## src/rtl/qclt_pkg.sv

```systemverilog
// qclt_pkg: shared types and constants of the quoted command line tokenizer.
// Used by every module under rtl/. No dependencies.

package qclt_pkg;

    localparam int MAX_TOKENS  = 64;
    localparam int PENDING_MAX = 8;
    localparam int PEND_IDX_W  = $clog2(PENDING_MAX);
    localparam int PEND_CNT_W  = $clog2(PENDING_MAX + 1);
    localparam int FIFO_DEPTH  = 4;
    localparam int FIFO_PTR_W  = $clog2(FIFO_DEPTH);
    localparam int FIFO_CNT_W  = $clog2(FIFO_DEPTH + 1);
    localparam int TNUM_W      = 6;
    localparam int FOUND_W     = 7;

    localparam logic [7:0] CH_CR    = 8'd13;
    localparam logic [7:0] CH_LF    = 8'd10;
    localparam logic [7:0] CH_SPACE = 8'd32;
    localparam logic [7:0] CH_QUOTE = 8'd34;
    localparam logic [7:0] CH_LO_A  = 8'd97;
    localparam logic [7:0] CH_LO_Z  = 8'd122;
    localparam logic [7:0] CASE_OFS = 8'd32;

    localparam logic [1:0] EV_CHAR  = 2'd0;
    localparam logic [1:0] EV_CLOSE = 2'd1;
    localparam logic [1:0] EV_LINE  = 2'd2;

    typedef struct packed {
        logic       kind;
        logic [7:0] line_byte;
    } in_t;

    typedef struct packed {
        logic [1:0]         event_res;
        logic [7:0]         token_char;
        logic [TNUM_W-1:0]  token_number;
        logic [FOUND_W-1:0] tokens_found;
        logic               last;
    } out_t;

    typedef enum logic [1:0] {
        OP_CHAR,
        OP_LINE_END,
        OP_EOL
    } cmd_op_t;

    typedef struct packed {
        cmd_op_t    op;
        logic       lf;
        logic [7:0] line_byte;
    } cmd_t;

endpackage

```

## src/rtl/qclt_front.sv

```systemverilog
// qclt_front: classifies incoming bytes into character, CR/LF and end-of-line commands.
// Depends on qclt_pkg; feeds qclt_fifo.

module qclt_front (
    input  logic           s_valid,
    output logic           s_ready,
    input  qclt_pkg::in_t  s_data,
    output logic           cmd_valid,
    input  logic           cmd_ready,
    output qclt_pkg::cmd_t cmd
);

    always_comb begin
        cmd           = '0;
        cmd.line_byte = s_data.line_byte;
        cmd.lf        = (s_data.line_byte == qclt_pkg::CH_LF);
        if (s_data.kind || (s_data.line_byte == 8'd0)) begin
            cmd.op = qclt_pkg::OP_EOL;
        end else if ((s_data.line_byte == qclt_pkg::CH_CR) ||
                     (s_data.line_byte == qclt_pkg::CH_LF)) begin
            cmd.op = qclt_pkg::OP_LINE_END;
        end else begin
            cmd.op = qclt_pkg::OP_CHAR;
        end
    end

    assign cmd_valid = s_valid;
    assign s_ready   = cmd_ready;

endmodule

```

## src/rtl/qclt_fifo.sv

```systemverilog
// qclt_fifo: short command queue between the classifier and the scanner.
// Depends on qclt_pkg (cmd_t, FIFO_DEPTH).

module qclt_fifo (
    input  logic           aclk,
    input  logic           aresetn,
    input  logic           wr_valid,
    output logic           wr_ready,
    input  qclt_pkg::cmd_t wr_data,
    output logic           rd_valid,
    input  logic           rd_pop,
    output qclt_pkg::cmd_t rd_data
);

    qclt_pkg::cmd_t                    mem_reg [qclt_pkg::FIFO_DEPTH];
    logic [qclt_pkg::FIFO_PTR_W-1:0]   wptr_reg, wptr_next;
    logic [qclt_pkg::FIFO_PTR_W-1:0]   rptr_reg, rptr_next;
    logic [qclt_pkg::FIFO_CNT_W-1:0]   cnt_reg, cnt_next;
    logic                              do_wr;
    logic                              do_rd;

    assign wr_ready = (cnt_reg != qclt_pkg::FIFO_CNT_W'(qclt_pkg::FIFO_DEPTH));
    assign rd_valid = (cnt_reg != '0);
    assign rd_data  = mem_reg[rptr_reg];
    assign do_wr    = wr_valid && wr_ready;
    assign do_rd    = rd_pop && rd_valid;

    always_comb begin
        wptr_next = do_wr ? wptr_reg + 1'b1 : wptr_reg;
        rptr_next = do_rd ? rptr_reg + 1'b1 : rptr_reg;
        cnt_next  = cnt_reg;
        if (do_wr && !do_rd) begin
            cnt_next = cnt_reg + 1'b1;
        end else if (do_rd && !do_wr) begin
            cnt_next = cnt_reg - 1'b1;
        end
    end

    always_ff @(posedge aclk) begin
        if (!aresetn) begin
            wptr_reg <= '0;
            rptr_reg <= '0;
            cnt_reg  <= '0;
        end else begin
            wptr_reg <= wptr_next;
            rptr_reg <= rptr_next;
            cnt_reg  <= cnt_next;
        end
        if (do_wr) begin
            mem_reg[wptr_reg] <= wr_data;
        end
    end

endmodule

```

## src/rtl/qclt_back.sv

```systemverilog
// qclt_back: scanner that runs queued commands, holds CR/LF bytes and emits events.
// Depends on qclt_pkg; reads commands from qclt_fifo.

module qclt_back (
    input  logic           aclk,
    input  logic           aresetn,
    input  logic           cmd_valid,
    output logic           cmd_pop,
    input  qclt_pkg::cmd_t cmd,
    output logic           m_valid,
    input  logic           m_ready,
    output qclt_pkg::out_t m_data
);

    typedef enum logic [2:0] {
        ST_IDLE,
        ST_DRAIN,
        ST_BYTE,
        ST_OVF,
        ST_CLOSE,
        ST_LINE,
        ST_FIN
    } state_t;

    typedef enum logic [1:0] {
        MODE_GAP,
        MODE_PLAIN,
        MODE_QUOTED,
        MODE_DONE
    } mode_t;

    typedef logic [qclt_pkg::FOUND_W-1:0] tcnt_t;

    typedef struct packed {
        mode_t          mode;
        tcnt_t          cnt;
        logic           gen_v;
        qclt_pkg::out_t ev;
    } feed_t;

    function automatic qclt_pkg::out_t char_ev(tcnt_t cnt, logic [7:0] ch);
        qclt_pkg::out_t e;
        tcnt_t          m1;
        e  = '0;
        m1 = cnt - 1'b1;
        e.event_res    = qclt_pkg::EV_CHAR;
        e.token_char   = ch;
        e.token_number = m1[qclt_pkg::TNUM_W-1:0];
        if ((cnt == tcnt_t'(1)) && (ch >= qclt_pkg::CH_LO_A) && (ch <= qclt_pkg::CH_LO_Z)) begin
            e.token_char = ch - qclt_pkg::CASE_OFS;
        end
        return e;
    endfunction

    function automatic qclt_pkg::out_t close_ev(tcnt_t cnt);
        qclt_pkg::out_t e;
        tcnt_t          m1;
        e  = '0;
        m1 = cnt - 1'b1;
        e.event_res    = qclt_pkg::EV_CLOSE;
        e.token_number = m1[qclt_pkg::TNUM_W-1:0];
        return e;
    endfunction

    function automatic mode_t after_close(tcnt_t cnt);
        return (cnt >= tcnt_t'(qclt_pkg::MAX_TOKENS)) ? MODE_DONE : MODE_GAP;
    endfunction

    function automatic feed_t feed(mode_t mode, tcnt_t cnt, logic [7:0] ch);
        feed_t r;
        r.mode  = mode;
        r.cnt   = cnt;
        r.gen_v = 1'b0;
        r.ev    = '0;
        unique case (mode) inside
            MODE_GAP: begin
                if (ch != qclt_pkg::CH_SPACE) begin
                    r.cnt = cnt + 1'b1;
                    if (ch == qclt_pkg::CH_QUOTE) begin
                        r.mode = MODE_QUOTED;
                    end else begin
                        r.mode  = MODE_PLAIN;
                        r.gen_v = 1'b1;
                        r.ev    = char_ev(r.cnt, ch);
                    end
                end
            end
            MODE_PLAIN, MODE_QUOTED: begin
                r.gen_v = 1'b1;
                if (((mode == MODE_PLAIN) && (ch == qclt_pkg::CH_SPACE)) ||
                    ((mode == MODE_QUOTED) && (ch == qclt_pkg::CH_QUOTE))) begin
                    r.ev   = close_ev(cnt);
                    r.mode = after_close(cnt);
                end else begin
                    r.ev = char_ev(cnt, ch);
                end
            end
            default: begin
            end
        endcase
        return r;
    endfunction

    state_t                              state_reg, state_next;
    mode_t                               mode_reg, mode_next;
    tcnt_t                               tcnt_reg, tcnt_next;
    logic [qclt_pkg::PEND_CNT_W-1:0]     pcnt_reg, pcnt_next;
    logic [qclt_pkg::PENDING_MAX-1:0]    pend_reg, pend_next;
    qclt_pkg::cmd_t                      cmd_reg, cmd_next;
    logic                                held_v_reg, held_v_next;
    qclt_pkg::out_t                      held_reg, held_next;
    logic                                m_valid_reg, m_valid_next;
    qclt_pkg::out_t                      m_data_reg, m_data_next;

    logic                                out_free;
    logic                                step_ok;
    logic [7:0]                          feed_ch;
    feed_t                               f;
    logic                                gen_v;
    qclt_pkg::out_t                      gen_ev;

    assign out_free = !m_valid_reg || m_ready;
    assign step_ok  = !held_v_reg || out_free;
    assign feed_ch  = (state_reg == ST_BYTE) ? cmd_reg.line_byte :
                      (pend_reg[0] ? qclt_pkg::CH_LF : qclt_pkg::CH_CR);
    assign f        = feed(mode_reg, tcnt_reg, feed_ch);

    always_comb begin
        state_next   = state_reg;
        mode_next    = mode_reg;
        tcnt_next    = tcnt_reg;
        pcnt_next    = pcnt_reg;
        pend_next    = pend_reg;
        cmd_next     = cmd_reg;
        held_v_next  = held_v_reg;
        held_next    = held_reg;
        m_valid_next = m_valid_reg && !m_ready;
        m_data_next  = m_data_reg;
        cmd_pop      = 1'b0;
        gen_v        = 1'b0;
        gen_ev       = '0;

        unique case (state_reg)
            ST_IDLE: begin
                if (cmd_valid) begin
                    cmd_pop  = 1'b1;
                    cmd_next = cmd;
                    unique case (cmd.op)
                        qclt_pkg::OP_CHAR: begin
                            state_next = (pcnt_reg != '0) ? ST_DRAIN : ST_BYTE;
                        end
                        qclt_pkg::OP_LINE_END: begin
                            if (pcnt_reg == qclt_pkg::PEND_CNT_W'(qclt_pkg::PENDING_MAX)) begin
                                state_next = ST_OVF;
                            end else begin
                                pend_next[pcnt_reg[qclt_pkg::PEND_IDX_W-1:0]] = cmd.lf;
                                pcnt_next  = pcnt_reg + 1'b1;
                                state_next = ST_FIN;
                            end
                        end
                        qclt_pkg::OP_EOL: begin
                            state_next = ST_CLOSE;
                        end
                        default: begin
                            state_next = ST_FIN;
                        end
                    endcase
                end
            end
            ST_DRAIN: begin
                if (step_ok) begin
                    mode_next = f.mode;
                    tcnt_next = f.cnt;
                    gen_v     = f.gen_v;
                    gen_ev    = f.ev;
                    pend_next = pend_reg >> 1;
                    pcnt_next = pcnt_reg - 1'b1;
                    if (pcnt_reg == qclt_pkg::PEND_CNT_W'(1)) begin
                        state_next = ST_BYTE;
                    end
                end
            end
            ST_BYTE: begin
                if (step_ok) begin
                    mode_next  = f.mode;
                    tcnt_next  = f.cnt;
                    gen_v      = f.gen_v;
                    gen_ev     = f.ev;
                    state_next = ST_FIN;
                end
            end
            ST_OVF: begin
                if (step_ok) begin
                    mode_next  = f.mode;
                    tcnt_next  = f.cnt;
                    gen_v      = f.gen_v;
                    gen_ev     = f.ev;
                    pend_next  = {cmd_reg.lf, pend_reg[qclt_pkg::PENDING_MAX-1:1]};
                    state_next = ST_FIN;
                end
            end
            ST_CLOSE: begin
                if (step_ok) begin
                    if ((mode_reg == MODE_PLAIN) || (mode_reg == MODE_QUOTED)) begin
                        gen_v  = 1'b1;
                        gen_ev = close_ev(tcnt_reg);
                    end
                    state_next = ST_LINE;
                end
            end
            ST_LINE: begin
                if (step_ok) begin
                    gen_v               = 1'b1;
                    gen_ev              = '0;
                    gen_ev.event_res    = qclt_pkg::EV_LINE;
                    gen_ev.tokens_found = tcnt_reg;
                    mode_next           = MODE_GAP;
                    tcnt_next           = '0;
                    pcnt_next           = '0;
                    state_next          = ST_FIN;
                end
            end
            ST_FIN: begin
                if (!held_v_reg) begin
                    state_next = ST_IDLE;
                end else if (out_free) begin
                    m_valid_next     = 1'b1;
                    m_data_next      = held_reg;
                    m_data_next.last = 1'b1;
                    held_v_next      = 1'b0;
                    state_next       = ST_IDLE;
                end
            end
            default: begin
                state_next = ST_IDLE;
            end
        endcase

        // a new event pushes the held one out; the last flag is only known at the end
        if (gen_v) begin
            if (held_v_reg) begin
                m_valid_next     = 1'b1;
                m_data_next      = held_reg;
                m_data_next.last = 1'b0;
            end
            held_next   = gen_ev;
            held_v_next = 1'b1;
        end
    end

    always_ff @(posedge aclk) begin
        if (!aresetn) begin
            state_reg   <= ST_IDLE;
            mode_reg    <= MODE_GAP;
            tcnt_reg    <= '0;
            pcnt_reg    <= '0;
            held_v_reg  <= 1'b0;
            m_valid_reg <= 1'b0;
        end else begin
            state_reg   <= state_next;
            mode_reg    <= mode_next;
            tcnt_reg    <= tcnt_next;
            pcnt_reg    <= pcnt_next;
            held_v_reg  <= held_v_next;
            m_valid_reg <= m_valid_next;
        end
        pend_reg   <= pend_next;
        cmd_reg    <= cmd_next;
        held_reg   <= held_next;
        m_data_reg <= m_data_next;
    end

    assign m_valid = m_valid_reg;
    assign m_data  = m_data_reg;

endmodule

```

## src/rtl/quoted_command_line_tokenizer.sv

```systemverilog
// quoted_command_line_tokenizer: top level; classifier, command queue and scanner.
// Depends on qclt_pkg, qclt_front, qclt_fifo, qclt_back.
//
//   channel | handshake          | payload
//   input   | s_valid / s_ready  | s_data  (qclt_pkg::in_t:  kind, line_byte)
//   result  | m_valid / m_ready  | m_data  (qclt_pkg::out_t: event, char, number, count, last)
//
// Scanner steps: a byte is fetch, a replay per held CR/LF, scan, finish; end of line is
// fetch, close, line, finish; a CR/LF is fetch, finish, with a replay when the buffer is full.
// The scanner runs one command at a time; a 4-entry queue lets input keep arriving meanwhile.
// Reset is synchronous, active low; it clears the queue and the scanner state.
// A stalled result channel stops the scanner once one event is held and one is on the port.

module quoted_command_line_tokenizer (
    input  logic           aclk,
    input  logic           aresetn,
    input  logic           s_valid,
    output logic           s_ready,
    input  qclt_pkg::in_t  s_data,
    output logic           m_valid,
    input  logic           m_ready,
    output qclt_pkg::out_t m_data
);

    logic           wr_valid;
    logic           wr_ready;
    qclt_pkg::cmd_t wr_cmd;
    logic           rd_valid;
    logic           rd_pop;
    qclt_pkg::cmd_t rd_cmd;

    qclt_front u_front (
        .s_valid   (s_valid),
        .s_ready   (s_ready),
        .s_data    (s_data),
        .cmd_valid (wr_valid),
        .cmd_ready (wr_ready),
        .cmd       (wr_cmd)
    );

    qclt_fifo u_fifo (
        .aclk     (aclk),
        .aresetn  (aresetn),
        .wr_valid (wr_valid),
        .wr_ready (wr_ready),
        .wr_data  (wr_cmd),
        .rd_valid (rd_valid),
        .rd_pop   (rd_pop),
        .rd_data  (rd_cmd)
    );

    qclt_back u_back (
        .aclk      (aclk),
        .aresetn   (aresetn),
        .cmd_valid (rd_valid),
        .cmd_pop   (rd_pop),
        .cmd       (rd_cmd),
        .m_valid   (m_valid),
        .m_ready   (m_ready),
        .m_data    (m_data)
    );

    a_line_is_last: assert property (@(posedge aclk) disable iff (!aresetn)
        m_valid && (m_data.event_res == qclt_pkg::EV_LINE) |-> m_data.last)
        else $error("line finished event not marked last");

    a_count_bound: assert property (@(posedge aclk) disable iff (!aresetn)
        m_valid && (m_data.event_res == qclt_pkg::EV_LINE) |->
        (m_data.tokens_found <= qclt_pkg::FOUND_W'(qclt_pkg::MAX_TOKENS)))
        else $error("token count beyond limit");

    a_char_only_on_char: assert property (@(posedge aclk) disable iff (!aresetn)
        m_valid && (m_data.event_res != qclt_pkg::EV_CHAR) |-> (m_data.token_char == 8'd0))
        else $error("character on non-character event");

    a_pop_needs_data: assert property (@(posedge aclk) disable iff (!aresetn)
        rd_pop |-> rd_valid)
        else $error("scanner popped an empty queue");

endmodule

```

## config.mk

```make
export PLATFORM = sky130hd
export DESIGN_NAME = quoted_command_line_tokenizer
export DESIGN_NICKNAME = d
export VERILOG_FILES = /design/src/rtl/qclt_pkg.sv /design/src/rtl/qclt_front.sv /design/src/rtl/qclt_fifo.sv /design/src/rtl/qclt_back.sv /design/src/rtl/quoted_command_line_tokenizer.sv
export SDC_FILE = /design/constraint.sdc
export NUM_CORES = 1
export LEC_CHECK = 0
export BUFFER_PORTS_ARGS = -buffer_cell sky130_fd_sc_hd__buf_2
export CORE_ASPECT_RATIO = 1.75
export CORE_MARGIN = 2
export CORE_UTILIZATION = 29
export DETAILED_ROUTE_END_ITERATION = 10
export GPL_TIMING_DRIVEN = 0
export PLACE_DENSITY_LB_ADDON = 0.25
export REMOVE_ABC_BUFFERS = 1
export SYNTH_ARGS = -nofsm -noshare
export SYNTH_HDL_FRONTEND = slang
export SYNTH_HIERARCHICAL = 1
export SYNTH_SLANG_ARGS = --single-unit
```

## constraint.sdc

```tcl
create_clock -name aclk -period 4.9 [get_ports aclk]
set_input_delay 0 -clock aclk [delete_from_list [all_inputs] [get_ports aclk]]
set_output_delay 0 -clock aclk [all_outputs]
set_load 0.01 [all_outputs]
```

Word level (Yosys, flattened, before mapping)

Memory sizes are Yosys's and may differ from the RTL's. A register that Yosys moved wholly into a read port is not among the register bits.
Index checks and enable logic that the tools add are counted.
W data, S select, Z words.

Add/subtract/negate cells: 10
Reductions and logical operators: 43
Muxes and demuxes: 79
Equal/unequal tests: 36
Bitwise gates (word level): 0
Multiply operators: 0
Div/mod/pow operators: 0
Shift-type cells: 0
Order comparisons: 5

Operator list:

| kind                  | number |
|---|---|
| $mux W24              | 8 |
| $pmux W24 S3          | 1 |
| $mux W8               | 8 |
| $pmux W25 S2          | 1 |
| $mux W23              | 2 |
| $mux W34              | 1 |
| $mux W3               | 11 |
| $mux W25              | 1 |
| $pmux W8 S3           | 1 |
| $reduce_and A6 Y1     | 4 |
| $mux W7               | 3 |
| $mux W4               | 5 |
| $mux W1               | 19 |
| $mux W2               | 9 |
| $ne A2 B1 Y1 const B  | 9 |
| $eq A8 B4 Y1 const B  | 2 |
| $eq A8 B6 Y1 const B  | 2 |
| $pmux W3 S5           | 1 |
| $eq A7 B1 Y1 const B  | 2 |
| $pmux W7 S2           | 1 |
| $logic_and A1 B1 Y1   | 12 |
| $pmux W4 S3           | 1 |
| $sub A6 B1 Y6 const B | 2 |
| $eq A3 B3 Y1 const B  | 3 |
| 40 further kinds      | 64 |

Bits in read-only memories: 0
RAM bits: 44
Bits in latches: 0
Output and inout port bits: 26
Flip-flop bits (word level): 89
Memories kept: 1

Memory list:

| memory         | words | width | rd ports | clocked after memory_dff | write ports | line            | RTL |
|---|---|---|---|---|---|---|---|
| u_fifo.mem_reg | 4     | 11    | 1        | 1                        | 1           | qclt_fifo.sv:15 | `qclt_pkg::cmd_t mem_reg [qclt_pkg::FIFO_DEPTH];` |

Logic depth before layout (Yosys ltp)

Depth after elaboration: 12
Depth in mapped cells: 12
Gate-level depth less buffers: 10

Hierarchy

Netlist, hierarchy kept.

By module, submodules not included:

| module     | sequential area each (µm²) | cells an instance | area an instance (µm²) | times used |
|---|---|---|---|---|
| qclt_back  | 2282.2                     | 436               | 4393.0                 | 1 |
| qclt_fifo  | 1501.4                     | 105               | 2110.8                 | 1 |
| qclt_front | 0.0                        | 18                | 137.6                  | 1 |

Worst setup path after synthesis

Ideal clock, no wire load.

Path type: flip-flop to flip-flop
Start: register u_back.state_reg[2]
End: register u_back.m_valid_reg, in the netlist u_back/m_valid
Slack: 1.845 ns
Stages on the path, launching flop included: 10
Library setup time: 0.072 ns
Data required time: 4.828 ns
Arrival time: 2.984 ns
Cell sequence: dfxtp_1 buf_6 nor3b_2 nand2_1 ha_1 nand2b_1 a2111oi_4 o2bb2ai_1 o21ai_0 a21oi_1

Word-level cells in the longest chain between the ends: 9
Elaborated cells on any way between the ends: 18
Classes of those cells: 8 x eq/ne; 9 x mux; 1 x reduce/logical

Ends and longest elaborated chain:

| what                   | line                                                 | RTL |
|---|---|---|
| from (decl)            | qclt_back.sv:104                                     | `state_t state_reg, state_next;` |
| from (signal assigned) | qclt_back.sv:260                                     | `state_reg <= state_next;` |
| $eq A3 B2 Y1           | qclt_back.sv:124, qclt_back.sv:143                   |  |
| $mux W8                | qclt_back.sv:124                                     | `assign feed_ch = (state_reg == ST_BYTE) ? cmd_reg.line_byte :` |
| $eq A8 B6 Y1           | qclt_back.sv:79                                      | `if (ch == qclt_pkg::CH_QUOTE) begin` |
| $mux W25               | qclt_back.sv:79                                      |  |
| $mux W34               | qclt_back.sv:77                                      | `if (ch != qclt_pkg::CH_SPACE) begin` |
| $pmux W25 S2           | qclt_back.sv:75                                      | `unique case (mode) inside` |
| $mux W1                | qclt_back.sv:171, qclt_back.sv:184, qclt_back.sv:193 |  |
| $pmux W1 S3            | qclt_back.sv:143                                     | `unique case (state_reg)` |
| $mux W1 (*)            | qclt_back.sv:240                                     | `if (gen_v) begin` |
| to (signal assigned)   | qclt_back.sv:265                                     | `m_valid_reg <= m_valid_next;` |
| to (decl)              | qclt_back.sv:112                                     | `logic m_valid_reg, m_valid_next;` |

Mark *: on every way between the ends. The rest lies on a longest branch, timed or not. The select of a mux whose other input is x is not followed.
A chain may end at the register's enable or synchronous reset.

==> results.md <==
* Clock share of power at 0.270
* Reg clk slew, reported paths at 0.06 ns
* Largest net degree at the start of global routing at 47
* Vias in the first global route at between 4000 and 5000
* CTS buffer count at 17
* Clock Skews at roughly 0.018 ns
* DP Worst Slack at 1.66 ns
* Fin area at approximately 7700 sq um
* Setup ws final at about 1.7 ns
* Min Tclk post-route at around 3.2 ns
* Fmax at 312 MHz
* Core footprint at 22700 sq um
* Crit path DAT at roughly 3.4 ns
* Tot GR Track Use at 0.113
* Die area at between 20000 and 25000 sq um
* Synthesized area per cell at 11.9 sq um
* Min-delay worst type: in2reg
* Synthesis Warnings at 6
* Synth Flop Type: edfxtp_1
* Initial antenna violation count at 0
* Fin. Hold Viols at 0
* Synth-to-Final Area Change at 15.6%
* CP required at roughly 5.1 ns
* Comb pwr share at 0.300
* Tcrit/Tclk final at 0.654
* Pleak at ~0.0026 uW
* H-tree levels at 4
* # diodes at 0
* CTS tree: built
* Area share of the largest cell type after synthesis at 0.488
* RSZ-0062 raised after global routing: no
* Power Density at between 500 and 600 nW/um^2
* Critical-path top delay cell: dfxtp_1
* Seq/Total Area, Yosys at 0.570
* Bufs on Longest Clock Path at 2
* Max incr delay on CP at around 0.62 ns
* Io pins at 39
* Most common cell in the netlist: edfxtp_1
* Total Routed Length at ~13000 microns
* Avg Vias per Cell at between 4 and 5
* DR DRC count at 0
* Sw frac at 0.347
* Least-Margin Pin Slew at approximately 0.88 ns
* Total gr overflow at 0
* Synth unique cells at 73
* Filler cell count at between 2000 and 2500
* Final nets at between 600 and 700
* PortBufs at 38
* Synthesized flop and latch total at about 140
* VDD IR max at 0.000206 V
* Top cells by count, synth: 108 x edfxtp_1, 52 x nand2_1, 38 x nor2_1, 32 x a21oi_1, 29 x and2_1
* DP HPWL at 9580 microns
* CTS root buffer: clkbuf_16
* Top cells by area, synth: edfxtp_1 49%, dfxtp_1 8.1%, ha_1 3.6%
* Final setup violation count at 0
* Post-synth EDFFs at around 110
* Worst Reg-to-Reg Cells at 9
* Slew margin rel. at 0.409
* Total number of vias at ~4400
* Num rows at 73
* Setup crit start kind: flip-flop
* Post-synth top area cell: edfxtp_1
* Final GP Congestion at around 0.86
* Max-cap violation count at 0
* Gate Count Post-Synth at about 560
* Internal power at 2800 uW
* Crit. Startpoint: u_back/state_reg[1]
* Worst hold slack at between 0.3 and 0.4 ns
* Flop pwr share at 0.430
* Die Y at between 200 and 250 microns
* Post-route ant nets at 0
* Net switching power at 1490 uW
* Worst Hold Launch: s_data[6]
* Outcome: completed
* Worst Hold Depth at 2
* DRT Pass-1 Iters at 5
* Final Max Slew Viols at 0
* Crit path cell chain: nor3b_2 > nand2_1 > inv_1 > ha_1 > nand2b_1 > a2111oi_4 > nor2_2 > o21a_4 > and2_1
* Post-synth ARST share at 0
* Clk sinks at roughly 140
* DP Area at between 7000 and 8000 sq um
* Worst-path fanout max at 46
* Endpoint class of the critical path: flip-flop
* Share of layout cells above drive strength 1 at 0.160
* Post-Syn Area at about 6600 sq um
* WL/cell at 14.7 microns
* CP Class: reg2reg
* Starting DRT DRC Count at around 250
* First-pass GRT wire length at 21500 microns
* Initial Util at 0.293
* Setup_tns at 0 ns
* Die Wd at between 100 and 150 microns
* Critical R2R Launch: u_back/state_reg[1]
* Clock Latency Late Sink at 0.42 ns
-- final cells by class --
class | instances | area (sq um) | area share
flip-flops and latches | 135 | 3780 | 0.493
multi-input cells | 370 | 2590 | 0.337
clock buffers | 18 | 429 | 0.0559
well taps | 300 | 375 | 0.0489
repair buffers | 51 | 325 | 0.0424
clock inverters | 13 | 108 | 0.0140
inverters | 18 | 67.6 | 0.00880
-- through the flow --
step	util	power [uW]	instances
2_1_floorplan	-	2740	523
3_3_place_gp	0.309	3080	861
3_5_place_dp	0.310	3150	862
4_1_cts	0.339	4340	905
5_1_grt	0.339	4550	905
6_report	0.339	4290	905
-- what timing repair did --
action	in CTS	in global routing
buffers inserted	0	0
hold endpoints to repair	52	0
hold buffers	12	0
gates resized for setup	0	0
-- path summary, 6_finish.rpt --
path,slack (ns),endpoint
worst max-delay path,1.69,flip-flop
worst min-delay path,0.33,u_fifo/mem_reg[2][6]
worst max register to register,1.69,flip-flop
worst min register to register,0.51,u_back/mode_reg[0]
-- cells by family (layout without fill, tap and decap cells) --
kind of cell               Yosys count  after routing  share of synthesized area
DFF                                135            135                      0.570
adders and majority gates           20             20                     0.0388
buffers and inverters               54            100                     0.0416
xor gates and xnor gates             4              4                    0.00528
muxes                               16             16                     0.0477
AOI/OAI and AO/OA                  116            116                      0.123
and+or+nand+nor                    214            214                      0.174
-- placed cells by master (no fill, tap or decap), types with 4 or more instances in the layout --
master           n
mux4_2           6
a211oi_1         7
nand2b_1        10
clkinvlp_4       4
nand3_1         16
edfxtp_1       108
buf_2           38
and2_1          29
nor3_1          10
clkinv_1         4
a221oi_1         4
dfxtp_1         27
a21oi_1         32
nor3b_1          4
nor2_1          38
nand3b_1         7
ha_1            19
o32ai_1          4
o21ai_0         28
and2_4           8
nor2b_1          7
inv_1           17
dlygate4sd3_1   12
mux4_1           5
nand2_1         52
and3_1           5
clkbuf_16       17
a31oi_1          5
mux2i_1          5
-- power by group through the flow --
stage                     sequential (uW)  clock, uW  combinational [uW]
after floorplan                      1830          0                 912
after global placement               1870          0                1220
after detailed placement             1870          0                1280
after CTS                            1850       1200                1290
after global routing                 1890       1240                1420
final                                1840       1160                1290
-- layer usage --
layer | part of all wire | up-vias | track usage
met5 | 0 | - | 0
met2 | 0.57 | 90 | 0.219
li1 | - | 2138 | -
met1 | 0.38 | 2121 | 0.108
met4 | 0.028 | 0 | 0.0625
met3 | 0.027 | 24 | 0.0265
-- critical path: cells and delay by family, from the launching register on --
family | cells | cell delay [ns]
and+or+nand+nor | 5 | 1.17
adders and majority gates | 1 | 0.16
buffers and inverters | 1 | 0.08
AOI/OAI and AO/OA | 2 | 0.93
DFF | 1 | 0.62
No activity file was read; power rests on OpenSTA's default activity.
